File: config.mk
export PLATFORM = sky130hd
export DESIGN_NAME = calendar_minute_stepper
export DESIGN_NICKNAME = d
export VERILOG_FILES = /design/src/rtl/core/cms_pkg.sv /design/src/rtl/core/calendar_minute_stepper.sv
export SDC_FILE = /design/constraint.sdc
export NUM_CORES = 1
export LEC_CHECK = 0
export ABC_AREA = 0
export CAP_MARGIN = 25
export CORE_MARGIN = 2
export CORE_UTILIZATION = 64
export CTS_CLUSTER_DIAMETER = 60
export DETAILED_ROUTE_END_ITERATION = 10
export DONT_BUFFER_PORTS = 1
export PLACE_DENSITY = 0.77
export SLEW_MARGIN = 5
export SYNTH_ARGS = -nofsm -noshare
export SYNTH_HDL_FRONTEND = slang
export SYNTH_SLANG_ARGS = --single-unit
File: constraint.sdc
create_clock -name clk_i -period 5.7 [get_ports clk_i]
set_input_delay 0.285 -clock clk_i [delete_from_list [all_inputs] [get_ports clk_i]]
set_output_delay 0.285 -clock clk_i [all_outputs]
set_load 0.02 [all_outputs]
File: src/rtl/core/cms_pkg.sv
// Types, constants and month-length function for the calendar minute stepper.
package cms_pkg;

  localparam int unsigned DataW = 32;

  localparam logic [6:0] YearMax   = 7'd99;
  localparam logic [3:0] MonthMin  = 4'd1;
  localparam logic [3:0] MonthMax  = 4'd12;
  localparam logic [3:0] MonthFeb  = 4'd2;
  localparam logic [3:0] MonthApr  = 4'd4;
  localparam logic [3:0] MonthJun  = 4'd6;
  localparam logic [3:0] MonthSep  = 4'd9;
  localparam logic [3:0] MonthNov  = 4'd11;
  localparam logic [4:0] DayMin    = 5'd1;
  localparam logic [4:0] DayMax    = 5'd31;
  localparam logic [4:0] HourMax   = 5'd23;
  localparam logic [5:0] MinuteMax = 6'd59;

  typedef enum logic {
    ModeFwd  = 1'b0,
    ModeBack = 1'b1
  } mode_e;

  typedef struct packed {
    logic [4:0] pad;
    logic [5:0] minute;
    logic [4:0] hour;
    logic [4:0] day;
    logic [3:0] month;
    logic [6:0] year;
  } cms_in_t;

  typedef struct packed {
    logic [4:0] pad;
    logic [5:0] next_minute;
    logic [4:0] next_hour;
    logic [4:0] next_day;
    logic [3:0] next_month;
    logic [6:0] next_year;
  } cms_out_t;

  function automatic logic [4:0] month_len(logic [6:0] year, logic [3:0] month);
    logic [4:0] len;
    case (month) inside
      MonthFeb: len = (year[1:0] == 2'b00) ? 5'd29 : 5'd28;
      MonthApr, MonthJun, MonthSep, MonthNov: len = 5'd30;
      default: len = DayMax;
    endcase
    return len;
  endfunction

endpackage

File: src/rtl/core/calendar_minute_stepper.sv
// Calendar minute stepper: moves a two-digit-year date and time one minute up or down.
//
// Takes one beat per cycle while s_axis_tready is high and returns one result beat per
// input beat, in order, once the output side is ready. The input register and the
// result register bound a single pass of clamp, carry and borrow logic; output
// back-pressure stalls both registers and deasserts s_axis_tready only when both hold
// data. Out-of-range fields are clamped into a valid date and time before the step.
module calendar_minute_stepper import cms_pkg::*; (
  input  logic             clk_i,
  input  logic             rst_ni,
  input  logic             s_axis_tvalid,
  output logic             s_axis_tready,
  input  logic [DataW-1:0] s_axis_tdata,  // year[6:0], month[10:7], day[15:11], hour[20:16],
                                          // minute[26:21], zero[31:27]
  input  logic             s_axis_tuser,  // mode: 0 forward, 1 back
  output logic             m_axis_tvalid,
  input  logic             m_axis_tready,
  output logic [DataW-1:0] m_axis_tdata   // next_year[6:0], next_month[10:7], next_day[15:11],
                                          // next_hour[20:16], next_minute[26:21], zero[31:27]
);

  logic     in_vld_q, in_vld_d;
  cms_in_t  in_q;
  mode_e    mode_q;
  logic     out_vld_q, out_vld_d;
  cms_out_t out_q, res;
  logic     out_free;

  logic [6:0] year_c, prev_year;
  logic [3:0] month_c, prev_month;
  logic [4:0] day_c, hour_c, len_c, prev_len;
  logic [5:0] minute_c;

  assign out_free      = !out_vld_q || m_axis_tready;
  assign s_axis_tready = !in_vld_q || out_free;
  assign in_vld_d      = s_axis_tready ? s_axis_tvalid : in_vld_q;
  assign out_vld_d     = out_free ? in_vld_q : out_vld_q;

  always_ff @(posedge clk_i or negedge rst_ni) begin
    if (!rst_ni) begin
      in_vld_q  <= 1'b0;
      out_vld_q <= 1'b0;
    end else begin
      in_vld_q  <= in_vld_d;
      out_vld_q <= out_vld_d;
    end
  end

  always_ff @(posedge clk_i) begin
    if (s_axis_tvalid && s_axis_tready) begin
      in_q   <= cms_in_t'(s_axis_tdata);
      mode_q <= mode_e'(s_axis_tuser);
    end
    if (out_free && in_vld_q) begin
      out_q <= res;
    end
  end

  // clamp
  always_comb begin
    year_c = (in_q.year > YearMax) ? YearMax : in_q.year;
    if (in_q.month < MonthMin) begin
      month_c = MonthMin;
    end else if (in_q.month > MonthMax) begin
      month_c = MonthMax;
    end else begin
      month_c = in_q.month;
    end
    len_c = month_len(year_c, month_c);
    if (in_q.day < DayMin) begin
      day_c = DayMin;
    end else if (in_q.day > len_c) begin
      day_c = len_c;
    end else begin
      day_c = in_q.day;
    end
    hour_c   = (in_q.hour > HourMax) ? HourMax : in_q.hour;
    minute_c = (in_q.minute > MinuteMax) ? MinuteMax : in_q.minute;
  end

  always_comb begin
    if (month_c == MonthMin) begin
      prev_month = MonthMax;
      prev_year  = (year_c == 7'd0) ? YearMax : year_c - 7'd1;
    end else begin
      prev_month = month_c - 4'd1;
      prev_year  = year_c;
    end
    prev_len = month_len(prev_year, prev_month);
  end

  // step
  always_comb begin
    res.pad         = '0;
    res.next_year   = year_c;
    res.next_month  = month_c;
    res.next_day    = day_c;
    res.next_hour   = hour_c;
    res.next_minute = minute_c;
    if (mode_q == ModeFwd) begin
      if (minute_c != MinuteMax) begin
        res.next_minute = minute_c + 6'd1;
      end else begin
        res.next_minute = 6'd0;
        if (hour_c != HourMax) begin
          res.next_hour = hour_c + 5'd1;
        end else begin
          res.next_hour = 5'd0;
          if (day_c < len_c) begin
            res.next_day = day_c + 5'd1;
          end else begin
            res.next_day = DayMin;
            if (month_c != MonthMax) begin
              res.next_month = month_c + 4'd1;
            end else begin
              res.next_month = MonthMin;
              res.next_year  = (year_c == YearMax) ? 7'd0 : year_c + 7'd1;
            end
          end
        end
      end
    end else begin
      if (minute_c != 6'd0) begin
        res.next_minute = minute_c - 6'd1;
      end else begin
        res.next_minute = MinuteMax;
        if (hour_c != 5'd0) begin
          res.next_hour = hour_c - 5'd1;
        end else begin
          res.next_hour = HourMax;
          if (day_c > DayMin) begin
            res.next_day = day_c - 5'd1;
          end else begin
            res.next_day   = prev_len;
            res.next_month = prev_month;
            res.next_year  = prev_year;
          end
        end
      end
    end
  end

  assign m_axis_tvalid = out_vld_q;
  assign m_axis_tdata  = DataW'(out_q);

endmodule

==> impl_metrics.py <==
metrics = {
    "sta": {
        "hold_violations": 0,
        "setup_viol": 0,
        "worst_slack_ps": 426,
        "max_freq_mhz": 190,
        "final_max_slew_viol_count": 0,
        "max_slew_margin_pct": 61.9,
        "skew_ps": 7.65,
        "post-route-period-util_pct": 92.5,
        "fin_crit_ps": 5270,
        "fin_tns_setup_ps": 0,
        "rsz0062_at_grt": "false",
        "tightest_slew_ps": 566,
    },
    "cells_and_area": {
        "antenna_cells": 0,
        "drive_gt1_share_pct": 9.69,
        "layout.cells.non_filler": 454,
        "post-route-util_pct": 71.5,
        "fin_nets": 435,
        "area_growth_pct": 6.81,
    },
    "cts": {
        "cts_max_level": 3,
        "clk_pin_slew_ps": 70,
        "clockRootBuffer": "clkbuf_8",
        "clockBufferDepth": 2,
        "clock-sinks": 57,
        "cts_tree": "built",
        "clkLatencyLatePin_ps": 350,
        "numCtsBuffers": 9,
        "postCtsSetupBuffers": 0,
    },
    "synthesis": {
        "synth-edff-count": 55,
        "ys_types": 63,
        "syn_avg_cell_area_um2": 9.82,
        "seq_area_frac_synth_pct": 45.6,
        "synth_area_um2": 3730,
        "synth_fa_ha_area_share_pct": 7.04,
        "synth_top_family_by_area": "simple AND/OR/NAND/NOR gates",
        "syn_inst": 380,
        "synth_area_leaders": "edfxtp_1, ha_1, nand2_1",
        "synth-main-ff-cell": "edfxtp_1",
        "synth_top_area_cell": "edfxtp_1",
        "synth_compound_area_share_pct": 15.5,
        "muxShareOfSynthArea_pct": 2.82,
        "synth_top_area_share_pct": 44.3,
        "ys_warn_count": 0,
        "synth-async-reset-ratio_pct": 3.51,
        "yosys.area_share.xor_xnor_pct": 2.58,
        "synth_simple_gate_area_share_pct": 20.8,
        "synth_seq_cells": 57,
    },
    "floorplanning": {
        "initial_utilization_pct": 66.9,
        "die_area_um2": 6460,
        "rows": 27,
        "fp.dieW_um": 80.4,
        "coreArea_um2": 5570,
        "io_pins": 71,
        "die_h_um": 80.4,
    },
    "routing": {
        "drt_wl_total_um": 7770,
        "drtAntennaViolNets": 0,
        "viasPerCell": 6.47,
        "drc": 0,
        "wl_per_cell_um": 17.1,
        "vias": 2939,
        "drtIter0Drc": 211,
        "firstDrtPassIters": 5,
    },
    "power_and_ir_drop": {
        "power.density_nw_per_um2": 271,
        "p_sw_w": 0.000296,
        "clkPwrFrac_pct": 35.7,
        "swShare_pct": 27.4,
        "power_leakage_nw": 1.51,
        "intPower_w": 0.000784,
        "p_seq_share_pct": 51.1,
        "p_comb_share_pct": 13.2,
        "peakVddDrop_uv": 205,
    },
    "min_path": {
        "worstHoldPathType": "in2reg",
    },
    "placed_design": {
        "finalWeightedCongestion": 0.940,
        "pre_cts_ws_ps": 492,
        "post-dp-hpwl_um": 5410,
        "dp_cells": 437,
        "place.port_buffers": 0,
    },
    "run": {
        "drv_cap": 0,
    },
    "grt": {
        "grt_pass1_vias": 2611,
        "grt_start_max_net_pins": 50,
        "grt_pass1_wl_um": 12700,
        "grt_util_all_layers_pct": 25.9,
        "grt_antenna_before_repair": 0,
        "grt-ovfl-total": 0,
    },
    "critical_path": {
        "end_kind": "flip-flop",
        "worst_ep_arrival_time_ps": 5350,
        "crit_type": "reg2reg",
        "crit_fanout": 6,
        "r2r_setup_slack_ps": 430,
        "critical_path_required_ps": 5780,
        "crit_path_start_kind": "flip-flop",
    },
    "run_status": {
        "status": "finished, final reports clean",
    },
}
## cell type report
| type | instances | area (µm²) |
|---|---|---|
| Fill cell | 427 | 1590 |
| Clock buffer | 14 | 163 |
| Timing Repair Buffer | 11 | 92.6 |
| Multi-Input combinational cell | 281 | 1840 |
| Tap cell | 72 | 90.1 |
| Clock inverter | 2 | 37.5 |
| Sequential cell | 57 | 1700 |
| Inverter | 17 | 63.8 |
## per-layer routing
metal	up-vias	GRT usage, %	part of all wire [%]	wire length (µm)
li1	1394	-	-	-
met4	0	10.5	1.7	130
met1	1407	37.0	45	3480
met3	10	4.04	6.1	476
met5	-	0	0	0
met2	128	39.4	47	3680
## cells by family (layout without fill, tap and decap cells)
| kind of cell | after synthesis | after routing |
|---|---|---|
| and+or+nand+nor | 150 | 150 |
| muxes | 8 | 8 |
| other | 1 | 5 |
| adders and majority gates | 21 | 21 |
| buffers and inverters | 46 | 44 |
| DFF | 57 | 57 |
| AOI/OAI and AO/OA | 86 | 86 |
| xor gates and xnor gates | 11 | 11 |
## cell usage after synthesis (5+ instances only)
library cell  instances
a21oi_1              22
a31oi_1               5
and2_1                6
and3_1                5
buf_2                 8
buf_4                 7
clkbuf_1             14
edfxtp_1             55
ha_1                 21
inv_1                17
nand2_1              36
nand2b_1              9
nand3_1              19
nand4_1               7
nor2_1               29
nor2b_1               6
nor3_1                9
nor4_1                6
o211ai_1              5
o21ai_0              17
o31ai_1               8
xnor2_1               7
## cell usage in the layout (no fill, tap or decap), types with 4 or more instances in the layout
| cell type | n |
|---|---|
| a21oi_1 | 22 |
| a31oi_1 | 5 |
| and2_1 | 5 |
| and3_1 | 5 |
| buf_4 | 9 |
| clkbuf_8 | 11 |
| conb_1 | 5 |
| edfxtp_1 | 55 |
| ha_1 | 21 |
| inv_1 | 17 |
| nand2_1 | 36 |
| nand2b_1 | 9 |
| nand3_1 | 19 |
| nand4_1 | 7 |
| nor2_1 | 29 |
| nor2b_1 | 6 |
| nor3_1 | 9 |
| nor4_1 | 6 |
| o211ai_1 | 5 |
| o21ai_0 | 17 |
| o31ai_1 | 8 |
| xnor2_1 | 7 |
| xor2_1 | 4 |
## power groups by stage
stage               logic (W)  clock network, W  registers (W)
finish               0.000142          0.000386       0.000552
global placement     0.000131                 0       0.000559
global route         0.000160          0.000406       0.000557
floorplan            0.000122                 0       0.000544
detailed placement   0.000139                 0       0.000560
CTS                  0.000141          0.000389       0.000552
## registers in the layout, indices dropped and copies added (netlist names)
register,flops
in_q,27
m_axis_tdata,27
in_vld_q,1
m_axis_tvalid,1
mode_q,1
## per-stage QoR
step / cell area [µm²] / hold slack (ps) / power, W
final: 3990 / 30.3 / 0.00108
after global routing: 3990 / 21.5 / 0.00112
after CTS: 3980 / 27.0 / 0.00108
after detailed placement: 3770 / -10.5 / 0.000699
after global placement: 3760 / -10.5 / 0.000691
after floorplan: 3750 / -10.6 / 0.000665
## final timing paths
| kind | start | to | cells past startpoint |
|---|---|---|---|
| max in group asynchronous | rst_ni | in_vld_q$_DFFE_PN0N_ | 1 |
| worst max-delay path | in_q[8]$_DFFE_PP_ | m_axis_tdata[9]$_DFFE_PP_ | 20 |
| worst min-delay path | s_axis_tdata[21] | in_q[21]$_DFFE_PP_ | 0 |
| worst min register to register | in_vld_q$_DFFE_PN0N_ | m_axis_tvalid$_DFFE_PN0P_ | 1 |
| worst max register to register | in_q[8]$_DFFE_PP_ | m_axis_tdata[9]$_DFFE_PP_ | 20 |
| min in group asynchronous | rst_ni | m_axis_tvalid$_DFFE_PN0P_ | 1 |
## worst max-delay path: stages (launching register included)
cell      delay, ps
edfxtp_1        410
nor2_1          180
nor2_1           60
o22ai_1         290
inv_1           210
ha_1            340
or2_1           240
a222oi_1        360
ha_1            220
nor2b_1          50
o211ai_1        360
mux2_2          440
inv_1           120
ha_1            200
nor2_1           50
or4b_1          500
a31oi_2         320
buf_4           200
o21ai_1          70
a221oi_1        330
a21oi_1          70
## timing repair
| item | in CTS | in global routing |
|---|---|---|
| hold buffers | 1 | 0 |
| resized for setup | 0 | 1 |
| hold endpoints to repair | 2 | 0 |
| endpoints found under the setup margin | 0 | 1 |
Power figures use the tool's default switching activity.
